### src/audio_downmix_frame_fifo_core_assert.svh
// Assertion macros shared by the frame FIFO modules.
// Each macro samples on the rising edge of clock and is disabled during reset.
`ifndef AUDIO_DOWNMIX_FRAME_FIFO_CORE_ASSERT_SVH
`define AUDIO_DOWNMIX_FRAME_FIFO_CORE_ASSERT_SVH

`ifndef SYNTHESIS

// The consequent holds in the same cycle as the antecedent.
`define ADFQ_ASSERT_IMPLIES(lbl, ante, cons) \
   lbl: assert property (@(posedge clock) disable iff (reset) (ante) |-> (cons)) \
      else $error("adfq assertion failed");

// The consequent holds in the cycle after the antecedent.
`define ADFQ_ASSERT_NEXT(lbl, ante, cons) \
   lbl: assert property (@(posedge clock) disable iff (reset) (ante) |=> (cons)) \
      else $error("adfq assertion failed");

`else

`define ADFQ_ASSERT_IMPLIES(lbl, ante, cons)
`define ADFQ_ASSERT_NEXT(lbl, ante, cons)

`endif

`endif

### src/adfq_pkg.sv
`default_nettype none

package adfq_pkg;

   // Buffer geometry.
   localparam int FIFO_FRAMES   = 22;
   localparam int FRAME_SAMPLES = 256;
   localparam int MAX_CHANNELS  = 6;
   localparam int WORDS_STEREO  = 2;
   localparam int STORE_DEPTH   = FIFO_FRAMES * FRAME_SAMPLES * MAX_CHANNELS;
   localparam int CAP_STEREO    = FIFO_FRAMES * FRAME_SAMPLES * WORDS_STEREO;
   localparam int NEED_STEREO   = FRAME_SAMPLES * WORDS_STEREO;
   localparam int NEED_SIX      = FRAME_SAMPLES * MAX_CHANNELS;

   localparam int ADDR_W = $clog2(STORE_DEPTH);
   localparam int CNT_W  = $clog2(STORE_DEPTH + 1);
   localparam int STEP_W = $clog2(MAX_CHANNELS);

   // Sample and arithmetic widths.
   localparam int SAMPLE_W = 16;
   localparam int FILL_W   = 16;
   localparam int GAIN_W   = 17;
   localparam int OP_W     = 20;
   localparam int PROD_W   = OP_W + GAIN_W + 1;
   localparam int SHIFT    = 18;

   // Configuration port.
   localparam int CSR_IDX_W  = 1;
   localparam int CSR_DATA_W = GAIN_W;
   localparam logic [CSR_IDX_W-1:0] CSR_IDX_DOWNMIX = 1'b0;
   localparam logic [CSR_IDX_W-1:0] CSR_IDX_GAIN    = 1'b1;
   localparam logic [GAIN_W-1:0]    GAIN_UNITY      = 17'd65536;

   // Item kinds.
   localparam logic KIND_SUBMIT = 1'b0;
   localparam logic KIND_READ   = 1'b1;

   // Response queue.
   localparam int RSP_DEPTH = 2;
   localparam int RSP_PTR_W = $clog2(RSP_DEPTH);
   localparam int RSP_CNT_W = $clog2(RSP_DEPTH + 1);

   typedef struct packed {
      logic                       kind;
      logic                       frame_start;
      logic signed [SAMPLE_W-1:0] ch0;
      logic signed [SAMPLE_W-1:0] ch1;
      logic signed [SAMPLE_W-1:0] ch2;
      logic signed [SAMPLE_W-1:0] ch3;
      logic signed [SAMPLE_W-1:0] ch4;
      logic signed [SAMPLE_W-1:0] ch5;
   } req_type;

   typedef struct packed {
      logic signed [SAMPLE_W-1:0] sample_out;
      logic                       underrun;
      logic                       frame_dropped;
      logic [FILL_W-1:0]          fill_words;
   } rsp_type;

   // Status of the gain unit toward the control logic.
   typedef struct packed {
      logic                busy;
      logic                wr_valid;
      logic [SAMPLE_W-1:0] word;
   } mix_out_type;

endpackage

`default_nettype wire

### src/adfq_mix.sv
`default_nettype none

`include "audio_downmix_frame_fifo_core_assert.svh"

module adfq_mix import adfq_pkg::*; (
   input  wire logic              clock,
   input  wire logic              reset,
   input  wire logic              load,
   input  wire logic              stereo,
   input  wire logic [GAIN_W-1:0] gain,
   input  wire req_type           req,
   output mix_out_type            mix_out
);

   localparam logic signed [PROD_W:0]   ROUND   = (PROD_W + 1)'(1) <<< (SHIFT - 1);
   localparam int                       Q_W     = PROD_W + 1 - SHIFT;
   localparam logic signed [Q_W-1:0]    SAT_MAX = Q_W'(32767);
   localparam logic signed [Q_W-1:0]    SAT_MIN = -Q_W'(32768);

   logic signed [OP_W-1:0]   op_ff [MAX_CHANNELS];
   logic signed [OP_W-1:0]   op_in [MAX_CHANNELS];
   logic [STEP_W-1:0]        step_ff, step_in;
   logic [STEP_W-1:0]        last_ff, last_in;
   logic                     active_ff, active_in;
   logic signed [PROD_W-1:0] prod_ff, prod_in;
   logic                     prod_valid_ff, prod_valid_in;
   logic signed [OP_W-1:0]   op_sel;
   logic signed [OP_W-1:0]   c [MAX_CHANNELS];

   // Round to nearest with ties upward, then saturate to a sample word.
   function automatic logic [SAMPLE_W-1:0] round_sat(input logic signed [PROD_W-1:0] p);
      logic signed [PROD_W:0] s;
      logic signed [Q_W-1:0]  q;
      s = (PROD_W + 1)'(p) + ROUND;
      q = Q_W'(s >>> SHIFT);
      if (q > SAT_MAX) begin
         q = SAT_MAX;
      end else if (q < SAT_MIN) begin
         q = SAT_MIN;
      end
      return q[SAMPLE_W-1:0];
   endfunction

   // Channels scaled by four so both modes share one final shift.
   assign c[0] = OP_W'(req.ch0);
   assign c[1] = OP_W'(req.ch1);
   assign c[2] = OP_W'(req.ch2);
   assign c[3] = OP_W'(req.ch3);
   assign c[4] = OP_W'(req.ch4);
   assign c[5] = OP_W'(req.ch5);

   always_comb begin
      for (int i = 0; i < MAX_CHANNELS; i++) begin
         op_in[i] = op_ff[i];
      end
      if (load) begin
         if (stereo) begin
            op_in[0] = (c[0] <<< 2) + (c[2] <<< 1) + c[2] + (c[4] <<< 2);
            op_in[1] = (c[1] <<< 2) + (c[2] <<< 1) + c[2] + (c[5] <<< 2);
         end else begin
            for (int i = 0; i < MAX_CHANNELS; i++) begin
               op_in[i] = c[i] <<< 2;
            end
         end
      end
   end

   // One product per cycle, walking through the words of the item.
   assign op_sel  = op_ff[step_ff];
   assign prod_in = PROD_W'(op_sel) * PROD_W'($signed({1'b0, gain}));

   always_comb begin
      step_in       = step_ff;
      last_in       = last_ff;
      active_in     = active_ff;
      prod_valid_in = active_ff;
      if (load) begin
         step_in   = '0;
         last_in   = stereo ? STEP_W'(WORDS_STEREO - 1) : STEP_W'(MAX_CHANNELS - 1);
         active_in = 1'b1;
      end else if (active_ff) begin
         step_in = step_ff + 1'b1;
         if (step_ff == last_ff) begin
            active_in = 1'b0;
         end
      end
   end

   always_ff @(posedge clock) begin
      if (reset) begin
         active_ff     <= 1'b0;
         prod_valid_ff <= 1'b0;
      end else begin
         active_ff     <= active_in;
         prod_valid_ff <= prod_valid_in;
      end
      step_ff <= step_in;
      last_ff <= last_in;
      prod_ff <= prod_in;
      for (int i = 0; i < MAX_CHANNELS; i++) begin
         op_ff[i] <= op_in[i];
      end
   end

   assign mix_out.busy     = active_ff | prod_valid_ff;
   assign mix_out.wr_valid = prod_valid_ff;
   assign mix_out.word     = round_sat(prod_ff);

   `ADFQ_ASSERT_IMPLIES(a_step_bound, active_ff, step_ff <= last_ff)
   `ADFQ_ASSERT_NEXT(a_load_starts, load, active_ff)

endmodule

`default_nettype wire

### config.mk
export PLATFORM = sky130hd
export DESIGN_NAME = adfq_mix
export DESIGN_NICKNAME = d
export VERILOG_FILES = /design/src/adfq_pkg.sv /design/src/adfq_mix.sv
export VERILOG_INCLUDE_DIRS = /design/src /design/src/src
export SDC_FILE = /design/constraint.sdc
export NUM_CORES = 1
export LEC_CHECK = 0
export BUFFER_PORTS_ARGS = -buffer_cell sky130_fd_sc_hd__buf_2
export CAP_MARGIN = 20
export CORE_ASPECT_RATIO = 0.6
export CORE_MARGIN = 2
export CORE_UTILIZATION = 60
export DETAILED_ROUTE_END_ITERATION = 10
export PLACE_DENSITY_LB_ADDON = 0.2
export SLEW_MARGIN = 30
export SYNTH_ARGS = -nofsm -noshare
export SYNTH_HDL_FRONTEND = slang
export SYNTH_SLANG_ARGS = --single-unit
### constraint.sdc
create_clock -name clock -period 7.9 [get_ports clock]
set_input_delay 1.185 -clock clock [delete_from_list [all_inputs] [get_ports clock]]
set_output_delay 1.185 -clock clock [all_outputs]
set_load 0.005 [all_outputs]
==> impl_metrics.env <==
export IMPL_drive_above_1_share_pct=13.7
export IMPL_cp_end_kind="register"
export IMPL_cts_made_buffers=17
export IMPL_cts_tree="built"
export IMPL_die_h_um=146
export IMPL_yosys_warnings=0
export IMPL_vias=14100
export IMPL_fillers=2499
export IMPL_critPathBufInv=6
export IMPL_tightest_slew_ps=885
export IMPL_ant_nets=0
export IMPL_finalCriticalPeriod_ps=7460
export IMPL_grt_pass1_vias=15300
export IMPL_fin_area_mm2=0.0220
export IMPL_fin_crit_sh_pct=94.5
export IMPL_ys_seq_area_share_pct=18.2
export IMPL_final_core_util_pct=67.2
export IMPL_globalplace_congestion=0.945
export IMPL_firstDrtPassIters=6
export IMPL_netlist_instances=1920
export IMPL_fmax_mhz=134
export IMPL_max_cap_violations=0
export IMPL_timing_setup_tns_ps=0
export IMPL_worstPathCellList="buf_4 -> mux4_2 -> nor2_1 -> a21oi_1 -> buf_4 -> and2_1 -> fa_1 -> inv_1 -> fa_1 -> fa_1 -> inv_1 -> fa_1 -> fa_1 -> inv_1 -> fa_1 -> inv_1 -> ha_1 -> and3_1 -> nand4_1 -> o31ai_2 -> a21oi_4 -> nor3_2 -> nor3_1 -> xnor2_1"
export IMPL_drc=0
export IMPL_seq_area_mm2=0.00367
export IMPL_grt_overflow=0
export IMPL_netlist_area_mm2=0.0201
export IMPL_grt_start_max_net_pins=65
export IMPL_cp_arrival_ps=7800
export IMPL_slew_violations=0
export IMPL_grt_pass1_wl_um=80000
export IMPL_clockRootBuffer="clkbuf_16"
export IMPL_synth_distinct_cells=65
export IMPL_core_area_mm2=0.0327
export IMPL_clk_pin_slew_worst_paths_ps=70
export IMPL_setup_viol=0
export IMPL_crit_family="adder cells"
export IMPL_max_slew_margin_pct=41.0
export IMPL_synth_nets=2573
export IMPL_post_cts_buffers=0
export IMPL_cts_sinks=132
export IMPL_wl_per_cell_um=19.3
export IMPL_hold_path_class="reg -> reg"
export IMPL_ios=137
export IMPL_syn_area_per_cell_um2=10.5
export IMPL_hpwlAfterDp_um=38000
export IMPL_synth_seq_cells=132
export IMPL_dieArea_mm2=0.0351
export IMPL_hold_violations=0
export IMPL_finalClockSkew_ps=10.3
export IMPL_routed_wl_um=48300
export IMPL_required_ps=8240
export IMPL_rsz0062_at_grt="no"
export IMPL_antenna_found_initial=5
export IMPL_worst_path_max_fanout=17
export IMPL_async_flop_share_pct=0
export IMPL_port_buffers=134
export IMPL_start_util_pct=61.5
export IMPL_cts_htree_levels=4
export IMPL_rows=51
export IMPL_hp_start="step_ff[1]"
export IMPL_ys_flop_type="edfxtp_1"
export IMPL_placed_cell_area_mm2=0.0213
export IMPL_hold_buffers=0
export IMPL_die_w_um=241
export IMPL_hold_ws_ps=540
export IMPL_vias_per_cell=5.63
export IMPL_outcome="finished clean"
export IMPL_drt_initial_drc_count=1023
export IMPL_clk_path_buf_depth=2
export IMPL_crit_path_frequent_cell="fa_1"
export IMPL_slowest_stage="o31ai_2"
export IMPL_synth_edff_count=103
export IMPL_clk_latency_ps=450
export IMPL_grtUsageTotal_pct=29.8
export IMPL_syn2layout_area_growth_pct=9.13
export IMPL_nets=2689
export IMPL_multi_input_area_mm2=0.0147
export IMPL_crit_path_max_incr_delay_ps=700
export IMPL_post_cts_resize_count=0
export IMPL_critical_path_class="reg -> reg"
export IMPL_start_kind="register"
==> cells in the mapped netlist (all sizes together) (2+ instances only) <==
library cell	number	area (um2)
nand2	224	841
edfxtp	103	3090
fa	399	7990
a2111oi	2	23.8
xor2	24	210
nor4b	2	17.5
a21o	10	75.1
inv	388	1460
nor2	43	179
and2	146	913
clkbuf	54	203
ha	135	1690
a221oi	3	45.0
a31oi	4	25.0
o21a	6	45.0
nor3	12	65.1
a41oi	3	26.3
nand4	6	50.0
xnor2	47	412
and3	12	76.3
o21bai	8	60.1
o31ai	4	40.0
dfxtp	29	581
o21ai	41	254
or4	3	26.3
nor2b	8	50.1
a21oi	58	305
a211o	2	17.5
mux4	15	338
buf	19	114
nand4b	3	26.3
mux2	26	293
or3	5	31.3
and4	2	17.5
nor3b	3	22.5
nand3	19	100
nand3b	4	30.0
nand2b	5	31.3
or2	5	31.3
mux2i	19	190
a211oi	7	52.6
o211ai	6	45.0
==> cell families (layout without fill, tap and decap cells) <==
family,count (synthesis),in the layout,share of synthesized area [%]
adders and majority gates,534,534,48.0
and+or+nand+nor,502,502,12.5
buffers and inverters,461,590,8.80
AOI/OAI and AO/OA,160,160,5.32
DFF,132,132,18.2
xor gates and xnor gates,71,71,3.09
muxes,60,60,4.07
other,0,4,0
==> metal layers <==
| layer | track usage (%) | routed length (um) | up-vias |
|---|---|---|---|
| li1 | - | - | 6215 |
| met1 | 43.4 | 20900 | 7177 |
| met2 | 46.3 | 22200 | 616 |
| met3 | 6.54 | 4400 | 72 |
| met4 | 6.65 | 840 | 0 |
| met5 | 0 | 0 | - |
==> state kept, by name, summed over array words and instances, names as in the netlist, named ones only <==
register       cells
op_ff            102
prod_valid_ff      1
prod_ff           21
step_ff            3
active_ff          1
last_ff            1
==> worst paths after layout <==
check,end,slack (ps),cells after the start
min,register,540,2
max,prod_ff[36],440,24
min reg2reg,register,540,2
max reg2reg,prod_ff[36],440,24
==> metrics by stage <==
| step | std cells | setup WS [ps] |
|---|---|---|
| final | 2503 | 435 |
| after detailed placement | 2467 | 352 |
| after floorplan | 1920 | 1090 |
| after global routing | 2503 | 57.5 |
| after global placement | 2467 | 504 |
| after CTS | 2499 | 331 |
==> placed cells by master (no fill, tap or decap), types with 8 or more instances in the layout <==
cell type and n:
fa_1 399, inv_1 388, nand2_1 224, and2_1 146, ha_1 135, buf_2 134, edfxtp_1 103, a21oi_1 55
xnor2_1 47, nor2_1 40, buf_4 36, dfxtp_1 28, mux2_2 24, xor2_1 24, mux2i_1 19, nand3_1 18
o21ai_0 18, clkbuf_16 17, mux4_2 15, o21ai_1 12, and3_1 11, nor3_1 11, a21o_1 10, o21ai_2 10
o21bai_1 8
==> worst reg2reg max path, cell delays in order (launching register included) <==
cell and delay, ps:
dfxtp_2 640, buf_4 290, mux4_2 520, nor2_1 110, a21oi_1 70, buf_4 270
and2_1 220, fa_1 530, inv_1 50, fa_1 460, fa_1 510, inv_1 50
fa_1 490, fa_1 490, inv_1 50, fa_1 470, inv_1 40, ha_1 320
and3_1 220, nand4_1 130, o31ai_2 700, a21oi_4 160, nor3_2 330, nor3_1 110
xnor2_1 130
==> cell type report <==
type | instances | share of cell area (%)
Sequential cell | 132 | 16.7
Antenna cell | 4 | 0.0455
Inverter | 388 | 6.62
Multi-Input combinational cell | 1327 | 67.0
Clock buffer | 17 | 1.93
Timing Repair Buffer | 170 | 4.28
Tap cell | 450 | 2.56
Clock inverter | 15 | 0.859
Power is not shown: default switching activity piles up to over one toggle a cycle in this logic, so the estimate is an artifact.
