File: src/audio_downmix_frame_fifo_core_assert.svh
// Assertion macros shared by the frame FIFO modules.
// Each macro samples on the rising edge of clock and is disabled during reset.
`ifndef AUDIO_DOWNMIX_FRAME_FIFO_CORE_ASSERT_SVH
`define AUDIO_DOWNMIX_FRAME_FIFO_CORE_ASSERT_SVH

`ifndef SYNTHESIS

// The consequent holds in the same cycle as the antecedent.
`define ADFQ_ASSERT_IMPLIES(lbl, ante, cons) \
   lbl: assert property (@(posedge clock) disable iff (reset) (ante) |-> (cons)) \
      else $error("adfq assertion failed");

// The consequent holds in the cycle after the antecedent.
`define ADFQ_ASSERT_NEXT(lbl, ante, cons) \
   lbl: assert property (@(posedge clock) disable iff (reset) (ante) |=> (cons)) \
      else $error("adfq assertion failed");

`else

`define ADFQ_ASSERT_IMPLIES(lbl, ante, cons)
`define ADFQ_ASSERT_NEXT(lbl, ante, cons)

`endif

`endif

File: src/adfq_pkg.sv
`default_nettype none

package adfq_pkg;

   // Buffer geometry.
   localparam int FIFO_FRAMES   = 22;
   localparam int FRAME_SAMPLES = 256;
   localparam int MAX_CHANNELS  = 6;
   localparam int WORDS_STEREO  = 2;
   localparam int STORE_DEPTH   = FIFO_FRAMES * FRAME_SAMPLES * MAX_CHANNELS;
   localparam int CAP_STEREO    = FIFO_FRAMES * FRAME_SAMPLES * WORDS_STEREO;
   localparam int NEED_STEREO   = FRAME_SAMPLES * WORDS_STEREO;
   localparam int NEED_SIX      = FRAME_SAMPLES * MAX_CHANNELS;

   localparam int ADDR_W = $clog2(STORE_DEPTH);
   localparam int CNT_W  = $clog2(STORE_DEPTH + 1);
   localparam int STEP_W = $clog2(MAX_CHANNELS);

   // Sample and arithmetic widths.
   localparam int SAMPLE_W = 16;
   localparam int FILL_W   = 16;
   localparam int GAIN_W   = 17;
   localparam int OP_W     = 20;
   localparam int PROD_W   = OP_W + GAIN_W + 1;
   localparam int SHIFT    = 18;

   // Configuration port.
   localparam int CSR_IDX_W  = 1;
   localparam int CSR_DATA_W = GAIN_W;
   localparam logic [CSR_IDX_W-1:0] CSR_IDX_DOWNMIX = 1'b0;
   localparam logic [CSR_IDX_W-1:0] CSR_IDX_GAIN    = 1'b1;
   localparam logic [GAIN_W-1:0]    GAIN_UNITY      = 17'd65536;

   // Item kinds.
   localparam logic KIND_SUBMIT = 1'b0;
   localparam logic KIND_READ   = 1'b1;

   // Response queue.
   localparam int RSP_DEPTH = 2;
   localparam int RSP_PTR_W = $clog2(RSP_DEPTH);
   localparam int RSP_CNT_W = $clog2(RSP_DEPTH + 1);

   typedef struct packed {
      logic                       kind;
      logic                       frame_start;
      logic signed [SAMPLE_W-1:0] ch0;
      logic signed [SAMPLE_W-1:0] ch1;
      logic signed [SAMPLE_W-1:0] ch2;
      logic signed [SAMPLE_W-1:0] ch3;
      logic signed [SAMPLE_W-1:0] ch4;
      logic signed [SAMPLE_W-1:0] ch5;
   } req_type;

   typedef struct packed {
      logic signed [SAMPLE_W-1:0] sample_out;
      logic                       underrun;
      logic                       frame_dropped;
      logic [FILL_W-1:0]          fill_words;
   } rsp_type;

   // Status of the gain unit toward the control logic.
   typedef struct packed {
      logic                busy;
      logic                wr_valid;
      logic [SAMPLE_W-1:0] word;
   } mix_out_type;

endpackage

`default_nettype wire

File: src/adfq_rsp_queue.sv
`default_nettype none

`include "audio_downmix_frame_fifo_core_assert.svh"

module adfq_rsp_queue import adfq_pkg::*; (
   input  wire logic                 clock,
   input  wire logic                 reset,
   input  wire logic                 push,
   input  wire rsp_type              push_word,
   output logic                      rsp_valid,
   input  wire logic                 rsp_stall,
   output rsp_type                   rsp_payload,
   output logic      [RSP_CNT_W-1:0] count
);

   rsp_type                entry_ff [RSP_DEPTH];
   logic [RSP_PTR_W-1:0]   rd_ptr_ff, rd_ptr_in;
   logic [RSP_PTR_W-1:0]   wr_ptr_ff, wr_ptr_in;
   logic [RSP_CNT_W-1:0]   count_ff, count_in;
   logic                   pop;

   assign rsp_valid   = count_ff != '0;
   assign rsp_payload = entry_ff[rd_ptr_ff];
   assign pop         = rsp_valid & ~rsp_stall;
   assign count       = count_ff;

   // Pointer and occupancy update.
   always_comb begin
      rd_ptr_in = pop  ? rd_ptr_ff + 1'b1 : rd_ptr_ff;
      wr_ptr_in = push ? wr_ptr_ff + 1'b1 : wr_ptr_ff;
      count_in  = count_ff + RSP_CNT_W'(push) - RSP_CNT_W'(pop);
   end

   always_ff @(posedge clock) begin
      if (reset) begin
         rd_ptr_ff <= '0;
         wr_ptr_ff <= '0;
         count_ff  <= '0;
      end else begin
         rd_ptr_ff <= rd_ptr_in;
         wr_ptr_ff <= wr_ptr_in;
         count_ff  <= count_in;
      end
      if (push) begin
         entry_ff[wr_ptr_ff] <= push_word;
      end
   end

   `ADFQ_ASSERT_IMPLIES(a_no_overflow, push && !pop, count_ff < RSP_CNT_W'(RSP_DEPTH))

endmodule

`default_nettype wire

File: config.mk
export PLATFORM = sky130hd
export DESIGN_NAME = adfq_rsp_queue
export DESIGN_NICKNAME = d
export VERILOG_FILES = /design/src/adfq_pkg.sv /design/src/adfq_rsp_queue.sv
export VERILOG_INCLUDE_DIRS = /design/src /design/src/src
export SDC_FILE = /design/constraint.sdc
export NUM_CORES = 1
export LEC_CHECK = 0
export BUFFER_PORTS_ARGS = -buffer_cell sky130_fd_sc_hd__buf_2
export CORE_MARGIN = 2
export CORE_UTILIZATION = 52
export CTS_BUF_LIST = sky130_fd_sc_hd__clkbuf_16
export DETAILED_ROUTE_END_ITERATION = 8
export HOLD_SLACK_MARGIN = 0.05
export PLACE_DENSITY = 0.79
export SETUP_SLACK_MARGIN = 0.02
export SLEW_MARGIN = 0
export SYNTH_ARGS = -nofsm -noshare
export SYNTH_HDL_FRONTEND = slang
export SYNTH_SLANG_ARGS = --single-unit
File: constraint.sdc
create_clock -name clock -period 3 [get_ports clock]
set_input_delay 0.15 -clock clock [delete_from_list [all_inputs] [get_ports clock]]
set_output_delay 0.15 -clock clock [all_outputs]
set_load 0.005 [all_outputs]
==> impl_metrics.py, run 1 <==
metrics = {
    "synthesis": {
        "netlist_area_sq_um": 2850,
        "synth_fa_ha_area_frac": 0.00878,
        "synth_compound_area_frac": 0.00351,
        "avgSynthCellArea_sq_um": 22.3,
        "synth_fp_nets": 168,
        "seq_area_frac_synth": 0.752,
        "ys_ff_latch": 73,
        "muxShareOfSynthArea": 0.182,
        "synth_cells": 128,
        "yosysWarnings": 0,
        "synth_top_family_by_area": "multiplexers",
        "synthXorXnorAreaFrac": 0.0110,
        "ys_types": 17,
        "synth_simple_gate_area_frac": 0.0154,
    },
    "clock_network": {
        "cts_buffers": 9,
        "clkTransAtPathRegs_ps": 50,
        "cts-root-buf": "clkbuf_16",
        "cts_max_path_buffers": 2,
        "h-tree-depth": 3,
        "cts_tree": "built",
        "clk_latency_ps": 320,
        "numClockSinks": 73,
        "postCtsSetupBuffers": 0,
    },
    "sta": {
        "worst_pin_slew_ps": 1020,
        "final-max-slew-violation-count": 0,
        "fin_skew_ps": 3.27,
        "hold_viol_final": 0,
        "max_freq_mhz": 481,
        "tns_ps": 0,
        "finalSetupViolCount": 0,
        "rsz0062_at_grt": "no",
        "maxSlewHeadroom": 0.319,
        "layout_worst_path_cycle_share": 0.693,
        "fin_crit_ps": 2080,
        "layout_setup_ws_ps": 922,
    },
    "place": {
        "dp_hpwl_mm": 2.93,
        "port_buffers": 74,
        "post-place-ws_ps": 1230,
        "routabilityCongestion": 0.726,
    },
    "route": {
        "vias": 1521,
        "wl_mm": 4.96,
        "drc_errors": 0,
        "drt_iter0_markers": 86,
        "drt_pass1_iterations": 4,
        "wire_per_inst_um": 15.5,
        "ant_nets": 0,
        "vias_per_cell": 4.77,
    },
    "floorplanning": {
        "die_x_um": 78.0,
        "initial_core_util": 0.547,
        "dieArea_sq_um": 6090,
        "rows": 26,
        "core_sq_um": 5200,
        "io_pins": 75,
        "die_y_um": 78.0,
    },
    "grt": {
        "grt_pass1_wl_mm": 7.75,
        "grt_overflow": 0,
        "grt_use_total": 0.175,
        "grt_max_degree": 35,
        "antenna_found_initial": 0,
        "grt_pass1_vias": 1609,
    },
    "status": {
        "status": "finished clean",
    },
    "cells_and_area": {
        "nets": 286,
        "num_antenna_cells": 0,
        "post-route-util": 0.742,
        "fill_cells": 331,
        "multi_input_area_sq_um": 636,
        "drive_above_1_share": 0.506,
        "area_delta_synth_final_pct": 35.5,
        "regArea_sq_um": 2140,
    },
    "power": {
        "p_sw_frac": 0.228,
        "intPower_w": 0.00211,
        "p_clk_frac": 0.326,
        "power_frac_comb": 0.206,
        "p_per_area_nw_per_um2": 707,
        "leakagePower_nw": 1.56,
        "seq_power_share": 0.468,
        "ir_worst_vdd_v": 0.000520,
        "switchingPower_w": 0.000622,
    },
    "setup_path": {
        "critPathMaxStageDelay_ps": 750,
        "endpoint_kind": "output pin",
        "worst_path_max_delay_cell": "dfxtp_2",
        "cp_cell_sequence": "buf_4, mux2_4, buf_2",
        "worstPathMaxFanout": 21,
        "criticalPathCategory": "register to output pin",
        "crit_required_ps": 2850,
        "crit_arrival_ps": 1930,
        "worst_setup_path_start_kind": "register",
    },
    "hold_path": {
        "hold_path.class": "input pin to register",
    },
    "flow_run": {
        "cap_violations": 0,
    },
}
## critical path: cells and delay by family (launching register included)
family   cells  cell delay [ps]
buf+inv      2              520
mux          1              330
flops        1              750
## area by class of cell
cell class / instances / area share
flip-flops and latches: 73 / 0.555
repair buffers: 111 / 0.191
multi-input cells: 49 / 0.165
clock buffers: 9 / 0.0583
well taps: 70 / 0.0227
clock inverters: 5 / 0.00648
inverters: 2 / 0.00194
## metal layers
metal | global-route usage | up-vias | share of wire
met1 | 0.201 | 724 | 0.41
met4 | 0.0877 | 0 | 0.023
li1 | - | 729 | -
met2 | 0.296 | 56 | 0.52
met5 | 0 | - | 0
met3 | 0.0575 | 12 | 0.045
## cell families (layout without fill, tap and decap cells)
kind of cell / Yosys count / in the layout
multiplexers: 36 / 36
flip-flops: 73 / 73
XOR/XNOR: 2 / 2
adder cells (fa/ha/maj): 2 / 2
buffers and inverters: 6 / 127
AO/OA/AOI/OAI: 1 / 1
AND/OR/NAND/NOR: 8 / 8
## power groups by stage
stage | combinational [W] | sequential [W] | clock, W
floorplan | 0.000431 | 0.00125 | 0
global placement | 0.000515 | 0.00129 | 0
detailed placement | 0.000526 | 0.00130 | 0
CTS | 0.000565 | 0.00128 | 0.000904
global route | 0.000609 | 0.00129 | 0.000949
finish | 0.000562 | 0.00128 | 0.000890
## placed cells by master, fill, tap and decap left out
cell           count
and2_1             1
and2b_1            1
buf_2             74
buf_4              2
clkbuf_16          9
clkinv_1           2
clkinv_2           2
clkinvlp_4         1
dfxtp_1            4
dfxtp_2            1
dlygate4sd3_1     35
edfxtp_1          68
ha_1               2
inv_1              2
mux2_1             2
mux2_2             4
mux2_4            30
nor2_1             3
nor2b_1            1
nor2b_4            1
o21ba_2            1
or2_2              1
xnor2_1            1
xnor3_1            1
## flip-flops by register name, indices dropped and copies added, names as in the netlist, named ones only
| signal | cells |
|---|---|
| entry_ff | 68 |
| count | 2 |
| rd_ptr_ff | 1 |
| wr_ptr_ff | 1 |
## stage by stage
step	area, sq um	hold WS [ps]	power [W]	cells
2_1_floorplan	2850	222	0.00168	128
3_5_place_dp	3260	342	0.00182	270
3_3_place_gp	3260	338	0.00181	270
5_1_grt	3860	147	0.00284	319
4_1_cts	3860	108	0.00275	319
6_report	3860	127	0.00273	319
## Yosys cell counts
cell type  instances  area share
and2_1             1      0.0022
and2b_1            1      0.0026
buf_12             3       0.021
buf_6              1      0.0040
dfxtp_1            5       0.035
edfxtp_1          68        0.72
ha_1               2      0.0088
inv_1              2      0.0026
mux2_1             2      0.0079
mux2_2             4       0.016
mux2_4            30        0.16
nor2_1             3      0.0040
nor2b_1            2      0.0044
o21ba_2            1      0.0035
or2_2              1      0.0022
xnor2_1            1      0.0031
xnor3_1            1      0.0079
## worst paths after layout
| path | start | end | slack [ps] | cells after the start |
|---|---|---|---|---|
| worst max-delay path | register | rsp_payload[2] | 920 | 3 |
| worst min-delay path | push | wr_ptr_ff | 130 | 3 |
| worst max register to register | wr_ptr_ff | entry_ff[0][4] | 1460 | 1 |
| worst min register to register | wr_ptr_ff | wr_ptr_ff | 590 | 2 |
## repair_timing
action | 4_1_cts | 5_1_grt
resized for setup | 0 | 0
hold buffers | 35 | 0
hold endpoints to repair | 69 | 0
No activity file was read; power rests on OpenSTA's default activity.
==> run 2: changes to the inputs <==
--- a/config.mk
+++ b/config.mk
@@ -8,11 +8,11 @@
 export LEC_CHECK = 0
 export BUFFER_PORTS_ARGS = -buffer_cell sky130_fd_sc_hd__buf_2
 export CORE_MARGIN = 2
-export CORE_UTILIZATION = 52
+export CORE_UTILIZATION = 47
 export CTS_BUF_LIST = sky130_fd_sc_hd__clkbuf_16
 export DETAILED_ROUTE_END_ITERATION = 8
 export HOLD_SLACK_MARGIN = 0.05
-export PLACE_DENSITY = 0.79
+export PLACE_DENSITY = 0.75
 export SETUP_SLACK_MARGIN = 0.02
 export SLEW_MARGIN = 0
 export SYNTH_ARGS = -nofsm -noshare
==> constraint.sdc (replaced) <==
create_clock -name clock -period 1.91 [get_ports clock]
set_input_delay 0.0955 -clock clock [delete_from_list [all_inputs] [get_ports clock]]
set_output_delay 0.0955 -clock clock [all_outputs]
set_load 0.005 [all_outputs]
==> impl_metrics.py, run 2 (synthesis results as in run 1) <==
metrics = {
    "status": {
        "status": "finished clean",
    },
    "cells_and_area": {
        "layout_common_cells": "buf_2, edfxtp_1, dlygate4sd3_1, mux2_4, clkbuf_16",
        "largest_register": "entry_ff",
        "nets": 288,
        "largest_reg_flops": 68,
        "num_antenna_cells": 0,
        "post-route-util": 0.666,
        "layout_commonest_cell": "buf_2",
        "area_delta_synth_final_pct": 37.5,
        "drive_above_1_share": 0.514,
    },
    "place": {
        "routabilityCongestion": 0.718,
        "dp_hpwl_mm": 3.05,
        "port_buffers": 74,
    },
    "clock_network": {
        "cts-root-buf": "clkbuf_16",
        "h-tree-depth": 3,
        "cts_max_path_buffers": 2,
        "clkTransAtPathRegs_ps": 50,
        "cts_buffers": 9,
        "post_cts_resized": 0,
        "clk_latency_ps": 320,
        "numClockSinks": 73,
        "cts_tree": "built",
    },
    "sta": {
        "fin_crit_ps": 1800,
        "tns_ps": 0,
        "max_freq_mhz": 555,
        "holdWs_ps": 76.3,
        "maxSlewHeadroom": 0.683,
        "worst_pin_slew_ps": 476,
        "final-max-slew-violation-count": 0,
        "layout_worst_path_cycle_share": 0.944,
        "finalSetupViolCount": 0,
        "fin_skew_ps": 4.84,
        "hold_viol_final": 0,
        "rsz0062_at_grt": "no",
    },
    "flow_run": {
        "cap_violations": 0,
    },
    "power": {
        "p_clk_frac": 0.351,
        "leakagePower_nw": 1.59,
        "p_per_area_nw_per_um2": 1140,
        "p_sw_frac": 0.223,
        "seq_power_share": 0.445,
        "switchingPower_w": 0.000994,
        "power_frac_comb": 0.205,
        "p_total_w": 0.00446,
        "ir_worst_vdd_v": 0.000638,
        "intPower_w": 0.00346,
    },
    "route": {
        "vias_per_cell": 4.64,
        "drt_pass1_iterations": 4,
        "ant_nets": 0,
        "drt_iter0_markers": 38,
        "drc_errors": 0,
        "vias": 1522,
        "wl_mm": 4.94,
        "wire_per_inst_um": 15.1,
    },
    "hold_path": {
        "hold_path.class": "input pin to register",
        "min_from": "push",
    },
    "setup_path": {
        "critPathMaxStageDelay_ps": 600,
        "path_buf_inv": 2,
        "criticalPathCategory": "register to output pin",
        "cp_top_family": "flip-flops",
        "cp_cell_sequence": "buf_4, mux2_4, buf_2",
        "crit_required_ps": 1810,
        "cp-endpoint": "rsp_payload[4]",
        "r2r_start": "count[0]",
        "r2r_cells": 6,
        "worst_setup_path_start_kind": "register",
        "crit_cells": 3,
        "r2r_slack_ps": 490,
        "r2r_end": "count[1]",
        "endpoint_kind": "output pin",
        "worst_path_max_delay_cell": "dfxtp_2",
        "crit_arrival_ps": 1710,
        "worstPathMaxFanout": 14,
    },
    "floorplanning": {
        "rows": 28,
        "die_y_um": 81.9,
        "initial_core_util": 0.484,
        "io_pins": 75,
        "die_x_um": 81.9,
        "dieArea_sq_um": 6700,
        "core_sq_um": 5890,
    },
    "grt": {
        "grt_max_degree": 35,
        "grt_overflow": 0,
        "grt_use_total": 0.153,
        "grt_pass1_vias": 1611,
        "antenna_found_initial": 0,
        "grt_pass1_wl_mm": 7.30,
    },
}
## run 2: changes by cell type in the layout (fill, tap and decap cells not counted)
cell	delta
buf_4	+2
bufinv_16	+1
clkinv_1	-1
clkinvlp_4	+1
inv_1	+1
## run 2: metrics by stage
stage,cell area [sq um],instances,setup WS (ps)
after floorplan,2850,128,270
after global placement,3280,277,429
after detailed placement,3280,277,433
after CTS,3920,328,84.8
after global routing,3920,328,39.5
final,3920,328,107
## run 2: area by class of cell
class	count	area (sq um)
clock buffers	9	225
clock inverters	7	62.6
fillers	421	1970
inverters	2	7.51
flip-flops and latches	73	2140
repair buffers	113	751
well taps	75	93.8
multi-input cells	49	636
## run 2: timing repair
item | in CTS | in global routing
hold endpoints to repair | 71 | 0
setup buffers | 0 | 0
hold buffers | 35 | 0
## run 2: layer usage
metal  vias to the layer above  part of all wire  track usage
li1                        734                 -            -
met1                       748              0.39        0.163
met2                        35              0.56        0.276
met3                         5             0.033       0.0341
met4                         0             0.013       0.0850
met5                         -                 0            0
## run 2: worst reg2reg max path, cell delays in order, from the launching register on
cell     delay (ps)
dfxtp_1         330
o21ba_2         250
ha_1            270
inv_1            40
ha_1            180
xnor3_1         200
nor2_1           40
## run 2: worst min path at each step
stage	to	slack (ps)	cells after the start
2_1_floorplan	count[0]	170	1
3_3_place_gp	entry_ff[1][9]	280	1
3_5_place_dp	entry_ff[1][2]	290	1
4_1_cts	wr_ptr_ff	70	3
5_1_grt	wr_ptr_ff	120	3
6_report	wr_ptr_ff	80	3
## run 2: power by group through the flow
stage | Clock, W | Sequential (W) | Combinational (W)
after detailed placement | 0 | 0.00201 | 0.000864
after CTS | 0.00159 | 0.00198 | 0.000924
after floorplan | 0 | 0.00196 | 0.000677
after global placement | 0 | 0.00201 | 0.000845
final | 0.00156 | 0.00198 | 0.000912
after global routing | 0.00167 | 0.00199 | 0.000992
==> run 3: changes to the inputs <==
--- a/config.mk
+++ b/config.mk
@@ -7,12 +7,11 @@
 export NUM_CORES = 1
 export LEC_CHECK = 0
 export BUFFER_PORTS_ARGS = -buffer_cell sky130_fd_sc_hd__buf_2
-export CORE_MARGIN = 2
-export CORE_UTILIZATION = 47
+export CORE_UTILIZATION = 56
 export CTS_BUF_LIST = sky130_fd_sc_hd__clkbuf_16
 export DETAILED_ROUTE_END_ITERATION = 8
 export HOLD_SLACK_MARGIN = 0.05
-export PLACE_DENSITY = 0.75
+export PLACE_DENSITY = 0.84
 export SETUP_SLACK_MARGIN = 0.02
 export SLEW_MARGIN = 0
 export SYNTH_ARGS = -nofsm -noshare
==> constraint.sdc (replaced) <==
create_clock -name clock -period 2.2 [get_ports clock]
set_input_delay 0.11 -clock clock [delete_from_list [all_inputs] [get_ports clock]]
set_output_delay 0.11 -clock clock [all_outputs]
set_load 0.005 [all_outputs]
==> impl_metrics.py, run 3 (synthesis results as in run 1) <==
metrics = {
    "status": {
        "status": "finished clean",
    },
    "floorplanning": {
        "dieArea_sq_um": 5380,
        "rows": 25,
        "initial_core_util": 0.591,
        "die_x_um": 73.3,
        "io_pins": 75,
        "core_sq_um": 4820,
        "die_y_um": 73.3,
    },
    "power": {
        "p_per_area_nw_per_um2": 969,
        "p_sw_frac": 0.234,
        "leakagePower_nw": 1.59,
        "power_frac_comb": 0.219,
        "seq_power_share": 0.455,
        "intPower_w": 0.00289,
        "switchingPower_w": 0.000883,
        "ir_worst_vdd_v": 0.000617,
        "p_clk_frac": 0.325,
    },
    "route": {
        "drc_errors": 0,
        "wl_mm": 5.41,
        "vias_per_cell": 5.07,
        "drt_iter0_markers": 87,
        "ant_nets": 0,
        "drt_pass1_iterations": 4,
        "vias": 1617,
        "wire_per_inst_um": 17.0,
    },
    "place": {
        "place_area_sq_um": 3300,
        "dp.cells": 269,
        "dp_hpwl_mm": 3.36,
        "post-place-ws_ps": 743,
        "port_buffers": 74,
        "routabilityCongestion": 0.685,
    },
    "clock_network": {
        "postCtsSetupBuffers": 0,
        "cts_tree": "built",
        "clkTransAtPathRegs_ps": 50,
        "h-tree-depth": 3,
        "cts_max_path_buffers": 2,
        "clk_latency_ps": 320,
        "post_cts_resized": 0,
        "cts_buffers": 9,
        "numClockSinks": 73,
        "cts-root-buf": "clkbuf_16",
    },
    "cells_and_area": {
        "instances_no_fill": 319,
        "multi_input_area_sq_um": 636,
        "largest_register": "entry_ff",
        "stdcell_area_sq_um": 3900,
        "largest_reg_flops": 68,
        "area_delta_synth_final_pct": 36.8,
        "fill_cells": 265,
        "num_antenna_cells": 0,
        "regArea_sq_um": 2140,
        "drive_above_1_share": 0.512,
        "nets": 288,
        "layout_commonest_cell": "buf_2",
        "layout_common_cells": "buf_2, edfxtp_1, dlygate4sd3_1, mux2_4, clkbuf_16",
    },
    "sta": {
        "maxSlewHeadroom": 0.725,
        "final-max-slew-violation-count": 0,
        "fin_crit_ps": 1800,
        "tns_ps": 0,
        "holdWs_ps": 81.9,
        "max_freq_mhz": 554,
        "worst_pin_slew_ps": 412,
        "hold_viol_final": 0,
        "layout_setup_ws_ps": 396,
        "finalSetupViolCount": 0,
        "rsz0062_at_grt": "no",
        "fin_skew_ps": 4.45,
        "layout_worst_path_cycle_share": 0.820,
    },
    "grt": {
        "antenna_found_initial": 0,
        "grt_pass1_wl_mm": 8.14,
        "grt_overflow": 0,
        "grt_use_total": 0.220,
        "grt_pass1_vias": 1717,
        "grt_max_degree": 24,
    },
    "setup_path": {
        "crit_required_ps": 2090,
        "crit_arrival_ps": 1690,
        "worst_setup_path_start_kind": "register",
        "worstPathMaxFanout": 23,
        "criticalPathCategory": "register to output pin",
        "endpoint_kind": "output pin",
    },
    "flow_run": {
        "cap_violations": 0,
    },
    "hold_path": {
        "hold_path.class": "input pin to register",
    },
}
## run 3: cell type report
class | instances | share of cell area
Clock buffer | 9 | 0.0578
Clock inverter | 6 | 0.00706
Inverter | 2 | 0.00193
Multi-Input combinational cell | 49 | 0.163
Sequential cell | 73 | 0.550
Tap cell | 67 | 0.0215
Timing Repair Buffer | 113 | 0.199
## run 3: layer usage
layer / global-route usage / wire [um] / up-vias
met1: 0.241 / 2140 / 807
met3: 0.0562 / 210 / 10
met4: 0.126 / 99 / 0
met5: 0 / 0 / -
li1: - / - / 736
met2: 0.388 / 2960 / 64
## run 3: what timing repair did
action,in CTS,in global routing
endpoints found under the hold margin,71,0
hold buffers,35,0
endpoints found under the setup margin,0,0
## run 3: worst paths after layout
| path | cells past startpoint | start | end | slack, ps |
|---|---|---|---|---|
| hold reg to reg | 2 | wr_ptr_ff | wr_ptr_ff | 590 |
| setup reg to reg | 6 | count[0] | count[1] | 750 |
| setup / recovery | 3 | register | rsp_payload[31] | 400 |
| hold / removal | 3 | push | wr_ptr_ff | 80 |
## run 3: per-stage QoR
step | power (W) | util
2_1_floorplan | 0.00229 | -
3_3_place_gp | 0.00247 | 0.684
3_5_place_dp | 0.00253 | 0.684
4_1_cts | 0.00380 | 0.809
5_1_grt | 0.00393 | 0.809
6_report | 0.00378 | 0.809
## run 3: power groups by stage
stage	logic [W]	clock network, W	registers, W
floorplan	0.000588	0	0.00170
global placement	0.000739	0	0.00173
detailed placement	0.000779	0	0.00175
CTS	0.000833	0.00125	0.00172
global route	0.000892	0.00131	0.00173
finish	0.000827	0.00123	0.00172
## run 3: worst max-delay path: stages, from the launching register on
cell and delay, ps:
dfxtp_2 580, buf_12 270, mux2_2 370, buf_2 140
